--- config.mk ---
export PLATFORM = sky130hd
export DESIGN_NAME = two_key_sorted_priority_queue
export DESIGN_NICKNAME = d
export VERILOG_FILES = /design/src/design/tksq_pkg.sv /design/src/design/two_key_sorted_priority_queue.sv
export SDC_FILE = /design/constraint.sdc
export NUM_CORES = 1
export LEC_CHECK = 0
export BUFFER_PORTS_ARGS = -buffer_cell sky130_fd_sc_hd__buf_4
export CAP_MARGIN = 10
export CORE_ASPECT_RATIO = 0.5
export CORE_MARGIN = 2
export CORE_UTILIZATION = 35
export CTS_CLUSTER_DIAMETER = 60
export DETAILED_ROUTE_END_ITERATION = 10
export GPL_TIMING_DRIVEN = 0
export RECOVER_POWER = 100
export SETUP_SLACK_MARGIN = 0.2
export SLEW_MARGIN = 20
export SYNTH_ARGS = -nofsm -noshare
export SYNTH_HDL_FRONTEND = slang
export SYNTH_SLANG_ARGS = --single-unit
--- constraint.sdc ---
create_clock -name aclk -period 16.7 [get_ports aclk]
set_clock_uncertainty 0.05 [all_clocks]
set_input_delay 3.34 -clock aclk [delete_from_list [all_inputs] [get_ports aclk]]
set_output_delay 3.34 -clock aclk [all_outputs]
set_load 0.01 [all_outputs]
--- src/design/tksq_pkg.sv ---
// Shared types and codes for the two-key sorted priority queue.
// No dependencies; used by the top level and its checker.
`timescale 1ns / 1ps

package tksq_pkg;

    localparam int DEF_CAPACITY = 16;

    localparam int CLASS_W = 4;
    localparam int DUR_W   = 24;
    localparam int TAG_W   = 16;
    localparam int OCC_W   = 5;

    localparam logic [1:0] MODE_INSERT = 2'd0;
    localparam logic [1:0] MODE_REMOVE = 2'd1;
    localparam logic [1:0] MODE_PEEK   = 2'd2;
    localparam logic [1:0] MODE_CLEAR  = 2'd3;

    localparam logic [1:0] STATUS_OK    = 2'd0;
    localparam logic [1:0] STATUS_EMPTY = 2'd1;
    localparam logic [1:0] STATUS_FULL  = 2'd2;

    typedef struct packed {
        logic [TAG_W-1:0]   tag;
        logic [DUR_W-1:0]   dur;
        logic [CLASS_W-1:0] cls;
    } entry_t;

endpackage

--- src/design/two_key_sorted_priority_queue.sv ---
// Two-key sorted priority queue: circular entry memory plus control FSM.
// Depends on tksq_pkg.
//
// Usage:
//   Input channel s_*: one beat per operation. s_tuser[1:0] is the mode
//   (insert, remove head, peek head, clear); s_tdata carries the entry.
//   Result channel m_*: exactly one beat per input beat, in order, with the
//   head entry (remove/peek), status flags and the occupancy afterwards.
//   Entries sit in a one-port-read, one-port-write memory used as a ring;
//   removing the head only advances the head pointer.
// Sequence (input beat to m_tvalid): clear, empty and full cases go from
//   idle straight to the result state, remove/peek read the head first, and
//   insert into a non-empty queue walks back from the tail (one memory read per
//   cycle while entries shift up one slot) until the new entry is placed.
// Throughput: one operation at a time; s_tready is high while the control
//   is idle, also while a finished result waits on m_tready.
// Reset (aresetn low, synchronous): queue empty, m_tvalid low. Memory
//   contents are not cleared; only occupied slots are ever read.
// Stall: a result holds on m_* until taken; the next finished result waits
//   in the control until the output register frees up.
`timescale 1ns / 1ps

module two_key_sorted_priority_queue #(
    parameter int CAPACITY = tksq_pkg::DEF_CAPACITY
) (
    input  logic        aclk,
    input  logic        aresetn,
    input  logic        s_tvalid,
    output logic        s_tready,
    // [3:0] priority_class, [27:4] duration, [43:28] entry_tag, [47:44] zero
    input  logic [47:0] s_tdata,
    // [1:0] mode
    input  logic [1:0]  s_tuser,
    output logic        m_tvalid,
    input  logic        m_tready,
    // [3:0] head_class, [27:4] head_duration, [43:28] head_tag,
    // [48:44] occupancy, [55:49] zero
    output logic [55:0] m_tdata,
    // [0] head_valid, [2:1] status
    output logic [2:0]  m_tuser
);

    localparam int AW = (CAPACITY > 1) ? $clog2(CAPACITY) : 1;
    localparam int CW = $clog2(CAPACITY + 1);
    localparam logic [CW-1:0] CAP_CNT  = CW'(CAPACITY);
    localparam logic [AW-1:0] LAST_IDX = AW'(CAPACITY - 1);
    localparam logic [AW:0]   CAP_WIDE = (AW + 1)'(CAPACITY);

    typedef enum logic [3:0] {
        ST_IDLE = 4'b0001,
        ST_WALK = 4'b0010,
        ST_HEAD = 4'b0100,
        ST_RESP = 4'b1000
    } state_t;

    function automatic logic [AW-1:0] ptr_inc(input logic [AW-1:0] p);
        return (p == LAST_IDX) ? '0 : p + 1'b1;
    endfunction

    function automatic logic [AW-1:0] ptr_dec(input logic [AW-1:0] p);
        return (p == '0) ? LAST_IDX : p - 1'b1;
    endfunction

    // true when stored entry e is served after the new entry n
    function automatic logic goes_after(input tksq_pkg::entry_t e,
                                        input tksq_pkg::entry_t n);
        return (e.cls > n.cls) || ((e.cls == n.cls) && (e.dur < n.dur));
    endfunction

    tksq_pkg::entry_t mem [CAPACITY];
    tksq_pkg::entry_t rd_data_reg;

    logic             mem_we;
    logic [AW-1:0]    mem_wa;
    tksq_pkg::entry_t mem_wd;
    logic             mem_re;
    logic [AW-1:0]    mem_ra;

    state_t           state_reg, state_next;
    logic [AW-1:0]    head_reg, head_next;
    logic [CW-1:0]    count_reg, count_next;
    logic [AW-1:0]    rd_ptr_reg, rd_ptr_next;
    logic [CW-1:0]    left_reg, left_next;
    logic             rv_reg, rv_next;
    logic [AW-1:0]    ra_reg, ra_next;
    tksq_pkg::entry_t new_reg, new_next;
    logic [1:0]       op_reg, op_next;
    logic             res_hv_reg, res_hv_next;
    tksq_pkg::entry_t res_entry_reg, res_entry_next;
    logic [1:0]       res_status_reg, res_status_next;

    logic             m_tvalid_reg, m_tvalid_next;
    logic [55:0]      m_tdata_reg, m_tdata_next;
    logic [2:0]       m_tuser_reg, m_tuser_next;

    tksq_pkg::entry_t in_entry;
    logic [AW:0]      tail_sum;
    logic [AW-1:0]    tail_idx;

    assign in_entry.cls = s_tdata[3:0];
    assign in_entry.dur = s_tdata[27:4];
    assign in_entry.tag = s_tdata[43:28];

    assign tail_sum = (AW + 1)'(head_reg) + (AW + 1)'(count_reg - 1'b1);
    assign tail_idx = (tail_sum >= CAP_WIDE) ? AW'(tail_sum - CAP_WIDE) : AW'(tail_sum);

    assign s_tready = (state_reg == ST_IDLE);
    assign m_tvalid = m_tvalid_reg;
    assign m_tdata  = m_tdata_reg;
    assign m_tuser  = m_tuser_reg;

    always_ff @(posedge aclk) begin
        if (mem_we) begin
            mem[mem_wa] <= mem_wd;
        end
        if (mem_re) begin
            rd_data_reg <= mem[mem_ra];
        end
    end

    always_comb begin
        state_next      = state_reg;
        head_next       = head_reg;
        count_next      = count_reg;
        rd_ptr_next     = rd_ptr_reg;
        left_next       = left_reg;
        rv_next         = 1'b0;
        ra_next         = ra_reg;
        new_next        = new_reg;
        op_next         = op_reg;
        res_hv_next     = res_hv_reg;
        res_entry_next  = res_entry_reg;
        res_status_next = res_status_reg;
        mem_we          = 1'b0;
        mem_wa          = head_reg;
        mem_wd          = new_reg;
        mem_re          = 1'b0;
        mem_ra          = rd_ptr_reg;
        m_tvalid_next   = m_tvalid_reg && !m_tready;
        m_tdata_next    = m_tdata_reg;
        m_tuser_next    = m_tuser_reg;

        case (state_reg)
            ST_IDLE: begin
                if (s_tvalid) begin
                    new_next        = in_entry;
                    op_next         = s_tuser;
                    res_hv_next     = 1'b0;
                    res_entry_next  = '0;
                    res_status_next = tksq_pkg::STATUS_OK;
                    state_next      = ST_RESP;
                    case (s_tuser)
                        tksq_pkg::MODE_INSERT: begin
                            if (count_reg == CAP_CNT) begin
                                res_status_next = tksq_pkg::STATUS_FULL;
                            end else if (count_reg == '0) begin
                                mem_we     = 1'b1;
                                mem_wa     = head_reg;
                                mem_wd     = in_entry;
                                count_next = count_reg + 1'b1;
                            end else begin
                                // start the walk at the tail
                                mem_re      = 1'b1;
                                mem_ra      = tail_idx;
                                rv_next     = 1'b1;
                                ra_next     = tail_idx;
                                rd_ptr_next = ptr_dec(tail_idx);
                                left_next   = count_reg - 1'b1;
                                state_next  = ST_WALK;
                            end
                        end
                        tksq_pkg::MODE_REMOVE, tksq_pkg::MODE_PEEK: begin
                            if (count_reg == '0) begin
                                res_status_next = tksq_pkg::STATUS_EMPTY;
                            end else begin
                                mem_re     = 1'b1;
                                mem_ra     = head_reg;
                                state_next = ST_HEAD;
                            end
                        end
                        default: begin
                            count_next = '0;
                        end
                    endcase
                end
            end
            ST_WALK: begin
                // keep one read in flight ahead of the compare
                if (left_reg != '0) begin
                    mem_re      = 1'b1;
                    mem_ra      = rd_ptr_reg;
                    rv_next     = 1'b1;
                    ra_next     = rd_ptr_reg;
                    rd_ptr_next = ptr_dec(rd_ptr_reg);
                    left_next   = left_reg - 1'b1;
                end
                if (rv_reg && goes_after(rd_data_reg, new_reg)) begin
                    // shift this entry up one slot
                    mem_we = 1'b1;
                    mem_wa = ptr_inc(ra_reg);
                    mem_wd = rd_data_reg;
                end else begin
                    // place the new entry; drop any read still in flight
                    mem_we     = 1'b1;
                    mem_wa     = rv_reg ? ptr_inc(ra_reg) : head_reg;
                    mem_wd     = new_reg;
                    count_next = count_reg + 1'b1;
                    rv_next    = 1'b0;
                    state_next = ST_RESP;
                end
            end
            ST_HEAD: begin
                res_hv_next    = 1'b1;
                res_entry_next = rd_data_reg;
                if (op_reg == tksq_pkg::MODE_REMOVE) begin
                    head_next  = ptr_inc(head_reg);
                    count_next = count_reg - 1'b1;
                end
                state_next = ST_RESP;
            end
            ST_RESP: begin
                if (!m_tvalid_reg || m_tready) begin
                    m_tvalid_next = 1'b1;
                    m_tdata_next  = {7'd0, tksq_pkg::OCC_W'(count_reg),
                                     res_entry_reg.tag, res_entry_reg.dur,
                                     res_entry_reg.cls};
                    m_tuser_next  = {res_status_reg, res_hv_reg};
                    state_next    = ST_IDLE;
                end
            end
            default: begin
                state_next = ST_IDLE;
            end
        endcase
    end

    always_ff @(posedge aclk) begin
        if (!aresetn) begin
            state_reg    <= ST_IDLE;
            head_reg     <= '0;
            count_reg    <= '0;
            rv_reg       <= 1'b0;
            m_tvalid_reg <= 1'b0;
        end else begin
            state_reg    <= state_next;
            head_reg     <= head_next;
            count_reg    <= count_next;
            rv_reg       <= rv_next;
            m_tvalid_reg <= m_tvalid_next;
        end
    end

    always_ff @(posedge aclk) begin
        rd_ptr_reg     <= rd_ptr_next;
        left_reg       <= left_next;
        ra_reg         <= ra_next;
        new_reg        <= new_next;
        op_reg         <= op_next;
        res_hv_reg     <= res_hv_next;
        res_entry_reg  <= res_entry_next;
        res_status_reg <= res_status_next;
        m_tdata_reg    <= m_tdata_next;
        m_tuser_reg    <= m_tuser_next;
    end

endmodule

After elaboration in Yosys (flattened, before gate mapping). Memory sizes are Yosys's and may differ from the RTL's. A register that Yosys moved wholly into a read port is not among the register bits. Index checks and enable logic that the tools add are counted.

Flip-flop bits (word level): 173. RAM bits: 704. Word-level logic and storage cells: 156. Memories kept: 1.

Add/sub/neg operators: 9. Order comparisons: 3. Equality and inequality tests: 22. Muxes and demuxes: 79. Reductions and logical operators: 23.

Memory list: mem (words 16, bits a word 44, rd ports 1, clocked after Yosys merged registers in 1, write ports 1, RTL line two_key_sorted_priority_queue.sv:70) `tksq_pkg::entry_t mem [CAPACITY];`.

Operators with widths (count): 44-bit 2-to-1 mux (6); 44-bit one-hot mux with 2 select lines (2); 4-bit 2-to-1 mux (29); 5-bit 2-to-1 mux (10); 4-bit one-hot mux with 2 select lines (4); 24-bit less-than comparator (1); 5-bit one-hot mux with 2 select lines (2); 1-bit 2-to-1 mux (17); 2-bit inequality test, second input constant (8); 4-bit one-hot mux with 4 select lines (1); 5-bit one-hot mux with 3 select lines (1); 4-bit equality test, second input constant (3); 4-bit by 1-bit subtractor with 4-bit output, second input constant (3); 1-bit one-hot mux with 2 select lines (5); 5-bit by 1-bit subtractor with 5-bit output, second input constant (2); 4-bit by 1-bit adder with 4-bit output, second input constant (2); 4-bit logical NOT (2); 2-bit AND reduction (4); 7-bit AND reduction (1); 3-bit inequality test, second input constant (2); 6-bit AND reduction (1); 4-bit by 5-bit adder with 5-bit output (1); 5-bit by 1-bit adder with 5-bit output, second input constant (1); 5-bit equality test, second input constant (1); other kinds (21) (27).

Depth between registers and ports, before layout. Gate-level depths: netlist (run 1).

Word-level depth: 11. Mapped depth: 13. Mapped depth without buffers: 11.

Least setup slack after synthesis (run 1). OpenSTA, ideal clock, no wires.

Kind: in2reg. Start: input port s_tvalid. End: memory mem[3][0] (netlist bit) (enable). Setup time: 500 ps. Arrival: 8449 ps. Path slack: 7701 ps. Stages on the path: 6. Buffers on the path: 1. Path through: and2_1 -> and3_1 -> clkbuf_1 -> nor2_1 -> o21a_1 -> nor3_1.

Longest elaborated chain between the ends: 4.

RTL lines: start, declared (RTL line two_key_sorted_priority_queue.sv:28) `input logic s_tvalid,`; 1-bit 2-to-1 mux (RTL line two_key_sorted_priority_queue.sv:145) `if (s_tvalid) begin`; 1-bit one-hot mux with 2 select lines (RTL line two_key_sorted_priority_queue.sv:143) `case (state_reg)`; 1-bit 2-to-1 mux (RTL line two_key_sorted_priority_queue.sv:113) `if (mem_we) begin`; 1-bit 2-to-1 mux (not written as such) (RTL line two_key_sorted_priority_queue.sv:114) `mem[mem_wa] <= mem_wd;`; end, declared (RTL line two_key_sorted_priority_queue.sv:70).

Every way passes these cells.

Final worst setup path (run 1).
Start: input port s_tvalid. End: memory mem[14][8] (netlist bit) (enable).

Same word-level chain as after synthesis.

==> key figures, run 1 <==
Outcome
  • Status: finished, violations left
  • Failing checks: capacitance limit, slew limit

Clock tree
  • CTS Buf Count: 86
  • Post_cts resized: 0
  • CTS Buffer Depth: 3
  • Clk root buf: clkbuf_16
  • Clock Latency Late Sink: 660 ps
  • Buffer count from post-CTS setup fixing: 0
  • Cts hold-fix bufs: 0
  • CTS H-Tree Depth: 3
  • CTS tree: yes
  • Clk sinks: approximately 920
  • Clk pin slew, worst setup/hold paths: around 60 ps

Global routing
  • Gr usage total: roughly 17%
  • Antenna violations before repair: 2
  • Total grt overflow: 0
  • Global-route wire length before repair: 130000 um
  • Largest net degree at the start of global routing: 30
  • Vias in the first global route: roughly 19000

Floorplanning
  • Placement row count: between 80 and 90
  • Chip Width: between 400 and 500 um
  • Die area: 0.106 mm^2
  • CORE AREA: roughly 0.1 mm^2
  • Initial Util: a little over a third
  • Num ports: ~120
  • DIE HEIGHT: ~230 um

Detailed routing
  • Routed len/inst: 25.8 um
  • First-pass DRT Iterations: 5
  • DR vias: approximately 19000
  • Remaining antenna violation count after routing: 0
  • Initial DRC count: 2088
  • DR vias/cell: 5.39
  • DRC viols: 0
  • Detailed-route wire length: roughly 90000 um

Setup path
  • FF-to-FF path depth: 12
  • CP required: 16900 ps
  • Critical path type: input pin to flip-flop
  • Critical Path Start Type: input pin
  • Worst setup EP type: flip-flop
  • CP max FO: 29
  • Crit path DAT: roughly 11000 ps

STA
  • RSZ-0062 raised after global routing: no
  • Fin. Hold Viols: 0
  • Total Neg Setup Slack: 0 ps
  • Tcrit/Tclk final: between 60 and 70%
  • Endpoints failing setup: 0
  • Final Max Tran Viols: ~240
  • Min cycle time layout: approximately 11000 ps
  • Max Freq: just over 0.09 GHz
  • Slew @ Worst Pin: 2410 ps
  • Worst rel slew slack: -61.5%

Placement
  • Port Buffers: a little over 100
  • HPWL after detailed placement: between 50000 and 60000 um
  • GP Congestion: between 0.8 and 0.9
  • Post-Place Cells: ~3300

Min path
  • Hold Crit Depth: 0
  • Class of the worst hold path: flip-flop to flip-flop

Synth
  • Synth Instances: ~1800
  • Yosys reg bits: 921
  • Post-Syn Area: 0.0360 mm^2
  • Dominant synthesized flop cell: edfxtp_1
  • Warnings from Yosys: 0
  • Post-synth EDFFs: about 910
  • Sequential area share after synthesis: between 70% and 80%
  • Syn_area_per_cell: 20.1 um^2
  • Asr flop ratio synth: 0%
  • Yosys cell types: 69

Finish
  • Share of layout cells above drive strength 1: 16.2%
  • N_diodes: 0
  • Max reg flops: ~700
  • FILL cells: 9115
  • Post-route insts no fill: about 3500
  • Area Overhead vs Synth: 14.3%
  • Final Net Count: about 2200

Power
  • Leakage: roughly 0.013 uW
  • Worst vdd ir: around 90 uV
  • Power per cell area: roughly 130 mW/mm^2

Job
  • Max-cap check violation count: 13
## through the flow
step | hold slack [ps] | util, % | power, uW | worst slack [ps] | instance area, um^2
after global routing | 373 | 40.2 | 5520 | 5560 | 41200
after global placement | 350 | 37.7 | 3460 | 1590 | 38500
after detailed placement | 355 | 39.0 | 3480 | 9610 | 39900
final | 362 | 40.2 | 5340 | 5950 | 41200
after floorplan | 350 | - | 3210 | 7700 | 36100
after CTS | 368 | 41.6 | 5400 | 10280 | 42600
## final timing paths
path	startpoint	slack (ps)	to
hold reg to reg	res_entry_reg[42]	360	m_tdata[42]
hold / removal	res_entry_reg[42]	360	m_tdata[42]
setup reg to reg	state_reg[1]	7710	mem[14][8]
setup / recovery	s_tvalid	5950	mem[14][8]
## layer usage
layer	vias to the layer above	GRT usage, %	share of wire, %
met3	159	3.29	7.3
li1	7915	-	-
met2	777	27.0	46
met1	9944	23.7	43
met5	-	0	0
met4	0	4.99	3.0
## where the power goes
| group | leakage [uW] | switching [uW] | internal (uW) |
|---|---|---|---|
| Combinational | 0.00347 | 439 | 263 |
| Clock | 0.00132 | 853 | 1080 |
| Sequential | 0.00833 | 21.8 | 2680 |
## cell type report
class	instances	area (um^2)	share of cell area, %
clock inverters	48	475	1.15
plain buffers	95	533	1.29
inverters	46	173	0.419
clock buffers	107	2240	5.44
multi-input cells	737	7840	19.0
well taps	1360	1700	4.13
repair buffers	172	702	1.71
flip-flops and latches	921	27500	66.8
## worst max-delay path, stage by stage
cell      delay [ps]
clkbuf_1         200
and2_0          1790
and3_1           370
clkbuf_1         490
nor2_1           160
o21a_1           280
nand2b_1         240
nor2_1          1810
clkbuf_1        1060
clkbuf_1        1190
## cells by family (layout without fill, tap and decap cells)
logic type	after synthesis	after routing	share of synthesized area, %
AO/OA/AOI/OAI	248	248	5.21
XOR/XNOR	12	12	0.330
adder cells (fa/ha/maj)	42	42	1.48
buffers and inverters	141	468	1.97
flip-flops	921	921	76.3
multiplexers	181	181	11.1
other	1	7	0.0104
AND/OR/NAND/NOR	247	247	3.52
## layout by cell type (no fill, tap or decap), types with 26 or more instances in the layout
cell       Yosys  final
ha_1          41     41
clkinv_1       0     27
a21oi_1       28     28
inv_1         45     46
and2_0         0     36
a221o_1       26     26
nor2_1        41     40
edfxtp_1     906    906
nand2_1       69     69
mux4_2       176    176
clkbuf_16      0     86
a22oi_1       90     91
clkbuf_1      48    230
nor3_1        37     37
a21o_1        27     27
## synth_stat cells (2+ instances only)
library cell  number  area (um^2)
xor2_1             4         35.0
nor2b_1            8         50.1
dfxtp_1           15          300
a311oi_1           3         26.3
nor3b_1            3         22.5
mux2i_1            5         50.1
a21o_1            27          203
nor3_1            37          185
nand2b_1           7         43.8
buf_4              7         52.6
a221oi_1           3         26.3
buf_6             16          180
nor2_1            41          154
buf_2             19         95.1
clkbuf_1          48          180
inv_1             45          169
ha_1              41          513
o22ai_1            2         12.5
a22o_1            19          166
a22oi_1           90          676
o21ai_0           15         75.1
edfxtp_1         906        27200
buf_1              2         7.51
and2_1            48          300
nor4b_1            2         17.5
o211a_1            3         30.0
mux4_2           176         3960
xnor2_1            7         61.3
a31oi_1            5         31.3
nand4_1            5         31.3
nand3_1            9         45.0
o31a_1             3         26.3
nand2_1           69          259
or3_1              3         18.8
and3_1             5         31.3
o21a_1             3         22.5
or4b_1             3         30.0
a21oi_1           28          140
clkbuf_4           3         22.5
a211oi_1           4         30.0
a221o_1           26          260
(Power assumes the default switching activity.)
==> run 2, diff against run 1 <==
==> constraint.sdc (replaced) <==
create_clock -name aclk -period 10.2 [get_ports aclk]
set_clock_uncertainty 0.05 [all_clocks]
set_input_delay 2.04 -clock aclk [delete_from_list [all_inputs] [get_ports aclk]]
set_output_delay 2.04 -clock aclk [all_outputs]
set_load 0.01 [all_outputs]
==> run 2 against run 1 <==
The flow still finishes with violations (capacitance limit, slew limit). First-iteration DRC count decreased by 0.62%. Sequential power increased by 64%. Global-route usage unchanged. Largest cell class unchanged. Largest power group unchanged. Highest routed layer unchanged.
==> key figures, run 2 (synthesis results as in run 1) <==
STA
  • Fin. Hold Viols: 0 (unchanged)
  • Endpoints failing setup: 0 (unchanged)
  • Worst rel slew slack: -59.1% (was -61.5%)
  • Max Freq: 0.134 GHz
  • Setup WS post-layout: 2760 ps (was 5950 ps)
  • Tcrit/Tclk final: ~73%
  • Hold_ws: 361 ps (was 362 ps)
  • Final Max Tran Viols: 245 (was 236)
  • RSZ-0062 raised after global routing: no (unchanged)
  • Slew @ Worst Pin: 2390 ps (was 2410 ps)
  • Min cycle time layout: 7440 ps

Power
  • Power per cell area: 210 mW/mm^2 (was 130 mW/mm^2)
  • Worst vdd ir: 149 uV (was 91.2 uV)
  • Leakage: 0.0133 uW (was 0.0131 uW)

Setup path
  • FF-to-FF path depth: 12 (unchanged)
  • Reg2reg end: mem[14][8] (unchanged)
  • Internal reg-to-reg setup slack: 3220 ps (was 7710 ps)
  • Critical path type: input pin to flip-flop (unchanged)
  • CP required: 10500 ps (was 16900 ps)
  • Crit path DAT: 7740 ps (was 10960 ps)
  • Origin of the critical flop-to-flop path: state_reg[1] (unchanged)
  • CP max FO: 29 (unchanged)
  • Critical Path Start Type: input pin (unchanged)
  • Worst setup EP type: flip-flop (unchanged)

Global routing
  • Global-route wire length before repair: 130000 um (unchanged)
  • Gr usage total: 17.0% (unchanged)
  • Largest net degree at the start of global routing: 30 (unchanged)
  • Vias in the first global route: 18700 (unchanged)
  • Total grt overflow: 0 (unchanged)
  • Antenna violations before repair: 2 (unchanged)

Finish
  • Max reg flops: 704 (unchanged)
  • Share of layout cells above drive strength 1: 17.6% (was 16.2%)
  • Commonest non-fill, non-tap cell in the layout: edfxtp_1 (unchanged)
  • Final Net Count: 2155 (unchanged)
  • FILL cells: 9044 (was 9115)
  • Final Core Density: 40.7% (was 40.2%)
  • Final Instance Area: 0.0416 mm^2 (was 0.0412 mm^2)
  • Post-route insts no fill: 3486 (unchanged)
  • N_diodes: 0 (unchanged)
  • Area Overhead vs Synth: 15.5% (was 14.3%)
  • Commonest non-fill, non-tap cells in the layout: edfxtp_1 (906), clkbuf_1 (201), mux4_2 (176), a22oi_1 (91), clkbuf_16 (86) (was edfxtp_1 (906), clkbuf_1 (230), mux4_2 (176), a22oi_1 (91), clkbuf_16 (86))

Detailed routing
  • Detailed-route wire length: 89800 um (was 89900 um)
  • First-pass DRT Iterations: 5 (unchanged)
  • Initial DRC count: 2075 (was 2088)
  • Routed len/inst: 25.8 um (about the same)
  • DR vias: 18700 (was 18800)
  • DRC viols: 0 (unchanged)
  • Remaining antenna violation count after routing: 0 (unchanged)
  • DR vias/cell: 5.36 (was 5.39)

Floorplanning
  • Chip Width: 458 um (unchanged)
  • Placement row count: 83 (unchanged)
  • CORE AREA: 0.102 mm^2 (unchanged)
  • Initial Util: 35.2% (unchanged)
  • Die area: 0.106 mm^2 (unchanged)
  • DIE HEIGHT: 231 um (unchanged)
  • Num ports: 115 (unchanged)

Placement
  • Port Buffers: 103 (unchanged)
  • Post-Place Cells: 3331 (unchanged)
  • GP Congestion: 0.816 (unchanged)
  • HPWL after detailed placement: 59300 um (unchanged)
  • Placed Area: 0.0399 mm^2 (unchanged)
  • Place WS: 4410 ps (was 9610 ps)

Outcome
  • Failing checks: capacitance limit, slew limit (unchanged)
  • Status: finished, violations left (unchanged)

Clock tree
  • Clock Latency Late Sink: 660 ps (about the same)
  • Clk root buf: clkbuf_16 (unchanged)
  • CTS H-Tree Depth: 3 (unchanged)
  • CTS tree: yes (unchanged)
  • CTS Buf Count: 86 (unchanged)
  • Post_cts resized: 0 (unchanged)
  • Buffer count from post-CTS setup fixing: 0 (unchanged)
  • Clk pin slew, worst setup/hold paths: 60 ps (about the same)
  • Clk sinks: 921 (unchanged)
  • Cts hold-fix bufs: 0 (unchanged)
  • CTS Buffer Depth: 3 (unchanged)

Job
  • Max-cap check violation count: 15 (was 13)

Min path
  • Class of the worst hold path: flip-flop to flip-flop (unchanged)
  • Hold Crit Depth: 0 (unchanged)
  • Hold_sp: res_entry_reg[42] (unchanged)
  • Hold Path Sink: m_tdata[42] (unchanged)
-- run 2: metrics by stage --
| step | setup TNS [ps] | power, uW |
|---|---|---|
| finish | 0 | 8740 |
| detailed placement | 0 | 5700 |
| global route | 0 | 9050 |
| CTS | 0 | 8850 |
| floorplan | 0 | 5260 |
| global placement | -905850 | 5660 |
-- run 2: critical path: stages --
cell	delay [ps]
clkbuf_1	200
and2_0	1780
and3_1	370
clkbuf_1	510
nor2_1	160
o21a_1	270
nand2b_1	270
nor2_4	710
clkbuf_1	1100
buf_12	280
-- run 2: where the power goes --
| group | switching, uW | internal (uW) | total (uW) | leakage (uW) |
|---|---|---|---|---|
| clock | 1390 | 1770 | 3160 | 0.00132 |
| sequential | 35.5 | 4390 | 4430 | 0.00833 |
| combinational | 720 | 433 | 1150 | 0.00369 |
-- run 2: metal layers --
metal | vias up | global-route usage [%] | wire [um]
met5 | - | 0 | 0
met4 | 0 | 4.99 | 2660
met3 | 152 | 3.29 | 6800
met2 | 756 | 27.0 | 41600
met1 | 9855 | 23.7 | 38700
li1 | 7918 | - | -
-- run 2: layout make-up --
type | instances | area [um^2] | area share (%)
flip-flops and latches | 921 | 27500 | 66.1
multi-input cells | 737 | 7840 | 18.8
clock buffers | 107 | 2240 | 5.38
well taps | 1360 | 1700 | 4.09
repair buffers | 172 | 1160 | 2.79
plain buffers | 95 | 533 | 1.28
clock inverters | 48 | 475 | 1.14
inverters | 46 | 173 | 0.415
-- run 2: worst max path at each step --
stage	slack (ps)	endpoint	cells after the start	startpoint
2_1_floorplan	2500	mem[3][0]	6	s_tvalid
3_3_place_gp	-3610	mem[15][10]	7	s_tvalid
3_5_place_dp	4410	mem[11][8]	12	s_tvalid
4_1_cts	5080	mem[11][8]	12	s_tvalid
5_1_grt	2450	mem[14][8]	10	s_tvalid
6_report	2760	mem[14][8]	10	s_tvalid
==> run 3, diff against run 2 <==
==> constraint.sdc (replaced) <==
create_clock -name aclk -period 7.7 [get_ports aclk]
set_clock_uncertainty 0.05 [all_clocks]
set_input_delay 1.54 -clock aclk [delete_from_list [all_inputs] [get_ports aclk]]
set_output_delay 1.54 -clock aclk [all_outputs]
set_load 0.01 [all_outputs]
==> run 3 against run 2 <==
Wire length up 0.10%. Clock-buffer cell count unchanged. Sequential cell count unchanged. Global-route usage unchanged. Critical path type is now flip-flop to flip-flop. Hold slack about the same. Register-to-register slack worse by 1700 ps. The run still ends with capacitance limit, slew limit left. First-iteration DRC count down 0.24%. Clock power up 33%. Core utilization down 0.13 points. Combinational power up 33%. Via count about the same.
==> key figures, run 3 (synthesis results as in run 1) <==
Global routing
  • Total grt overflow: 0 (unchanged)
  • Vias in the first global route: 18700 (unchanged)
  • Antenna violations before repair: 2 (unchanged)
  • Global-route wire length before repair: 130000 um (unchanged)
  • Gr usage total: 17.0% (unchanged)
  • Largest net degree at the start of global routing: 30 (unchanged)

STA
  • Tcrit/Tclk final: 80.6%
  • Final Max Tran Viols: 213 (was 245)
  • Max Freq: 0.161 GHz
  • Slew @ Worst Pin: 2480 ps (was 2390 ps)
  • Worst rel slew slack: -65.9% (was -59.1%)
  • Min cycle time layout: 6210 ps
  • Endpoints failing setup: 0 (unchanged)
  • Fin. Hold Viols: 0 (unchanged)
  • RSZ-0062 raised after global routing: no (unchanged)
  • Total Neg Setup Slack: 0 ps (unchanged)
  • Hold_ws: 361 ps (about the same)

Detailed routing
  • DRC viols: 0 (unchanged)
  • Detailed-route wire length: 89900 um (was 89800 um)
  • Initial DRC count: 2070 (was 2075)
  • First-pass DRT Iterations: 7 (was 5)
  • Routed len/inst: 25.8 um (about the same)
  • DR vias/cell: 5.36 (about the same)
  • DR vias: 18700 (about the same)
  • Remaining antenna violation count after routing: 0 (unchanged)

Floorplanning
  • Chip Width: 458 um (unchanged)
  • Num ports: 115 (unchanged)
  • Placement row count: 83 (unchanged)
  • CORE AREA: 0.102 mm^2 (unchanged)
  • DIE HEIGHT: 231 um (unchanged)
  • Initial Util: 35.2% (unchanged)
  • Die area: 0.106 mm^2 (unchanged)

Finish
  • Post-route insts no fill: 3486 (unchanged)
  • Commonest non-fill, non-tap cell in the layout: edfxtp_1 (unchanged)
  • Multi-input logic area: 0.00784 mm^2 (about the same)
  • Commonest non-fill, non-tap cells in the layout: edfxtp_1 (906), clkbuf_1 (214), mux4_2 (176), a22oi_1 (91), clkbuf_16 (86) (was edfxtp_1 (906), clkbuf_1 (201), mux4_2 (176), a22oi_1 (91), clkbuf_16 (86))
  • FILL cells: 9065 (was 9044)
  • Final Core Density: 40.6% (was 40.7%)
  • Final Net Count: 2155 (unchanged)
  • Share of layout cells above drive strength 1: 17.0% (was 17.6%)
  • Max reg flops: 704 (unchanged)
  • Area Overhead vs Synth: 15.2% (was 15.5%)
  • Final Instance Area: 0.0415 mm^2 (was 0.0416 mm^2)
  • N_diodes: 0 (unchanged)
  • Register Area: 0.0275 mm^2 (unchanged)

Clock tree
  • Clk sinks: 921 (unchanged)
  • Post_cts resized: 0 (unchanged)
  • Clk root buf: clkbuf_16 (unchanged)
  • Clock Latency Late Sink: 670 ps (was 660 ps)
  • Cts hold-fix bufs: 0 (unchanged)
  • Clk pin slew, worst setup/hold paths: 60 ps (about the same)
  • CTS H-Tree Depth: 3 (unchanged)
  • CTS tree: yes (unchanged)
  • CTS Buf Count: 86 (unchanged)
  • Buffer count from post-CTS setup fixing: 0 (unchanged)
  • CTS Buffer Depth: 3 (unchanged)

Outcome
  • Status: finished, violations left (unchanged)
  • Failing checks: capacitance limit, slew limit (unchanged)

Setup path
  • Worst setup EP type: flip-flop (unchanged)
  • Internal reg-to-reg setup slack: 1490 ps (was 3220 ps)
  • Cell chain of the critical path: nor4b_1 > nand2_1 > o21ai_0 > nand2_1 > nor3_1 > clkbuf_1 > clkbuf_1 > clkbuf_1 > buf_4 > buf_4 (was clkbuf_1 > and2_0 > and3_1 > clkbuf_1 > nor2_1 > o21a_1 > nand2b_1 > nor2_4 > clkbuf_1 > buf_12)
  • CP delay by family, top: simple AND/OR/NAND/NOR gates (unchanged)
  • Worst path depth: 10 (unchanged)
  • FF-to-FF path depth: 10 (was 12)
  • Most Frequent Cell on Critical Path: clkbuf_1 (unchanged)
  • CP max-delay cell: nor4b_1 (was and2_0)
  • CP bufs+invs: 5 (was 4)
  • Slowest stage delay, CP: 1260 ps (was 1780 ps)
  • Critical Path Start Type: flip-flop (was input pin)
  • Crit path DAT: 6520 ps (was 7740 ps)
  • Critical path type: flip-flop to flip-flop (was input pin to flip-flop)
  • CP max FO: 8 (was 29)
  • Critical Path Start: state_reg[0] (was s_tvalid)
  • CP required: 8010 ps (was 10500 ps)
  • Origin of the critical flop-to-flop path: state_reg[0] (was state_reg[1])

Placement
  • GP Congestion: 0.816 (unchanged)
  • Port Buffers: 103 (unchanged)
  • Post-Place Cells: 3331 (unchanged)
  • Placed Area: 0.0399 mm^2 (unchanged)
  • HPWL after detailed placement: 59300 um (unchanged)

Power
  • Power per cell area: 279 mW/mm^2 (was 210 mW/mm^2)
  • Worst vdd ir: 198 uV (was 149 uV)
  • Leakage: 0.0133 uW (about the same)

Job
  • Max-cap check violation count: 13 (was 15)

Min path
  • Class of the worst hold path: flip-flop to flip-flop (unchanged)
  • Hold Crit Depth: 0 (unchanged)
  • Hold_sp: res_entry_reg[42] (unchanged)
## run 3: area by class of cell
type	instances	share of cell area (%)
Sequential cell	921	66.3
Multi-Input combinational cell	737	18.9
Clock buffer	107	5.40
Tap cell	1360	4.10
Timing Repair Buffer	172	2.50
Buffer	95	1.28
Clock inverter	48	1.15
Inverter	46	0.416
## run 3: metrics by stage
| step | total power (uW) | setup slack [ps] |
|---|---|---|
| after floorplan | 6970 | 501 |
| after global placement | 7500 | -5610 |
| after detailed placement | 7550 | 2410 |
| after CTS | 11700 | 2730 |
| after global routing | 12000 | 1300 |
| final | 11600 | 1490 |
## run 3: final timing paths
check	end
max	mem[11][5]
min	m_tdata[42]
max reg2reg	mem[11][5]
min reg2reg	m_tdata[42]
## run 3: layer usage
metal | GRT usage (%) | wire length (um)
met4 | 4.99 | 2700
met3 | 3.29 | 6430
met1 | 23.7 | 39000
met2 | 27.0 | 41700
met5 | 0 | 0
## run 3: where the power goes
part           internal [uW]  total, uW  switching [uW]
logic                    571       1530             954
registers               5820       5860            47.3
clock network           2340       4200            1850
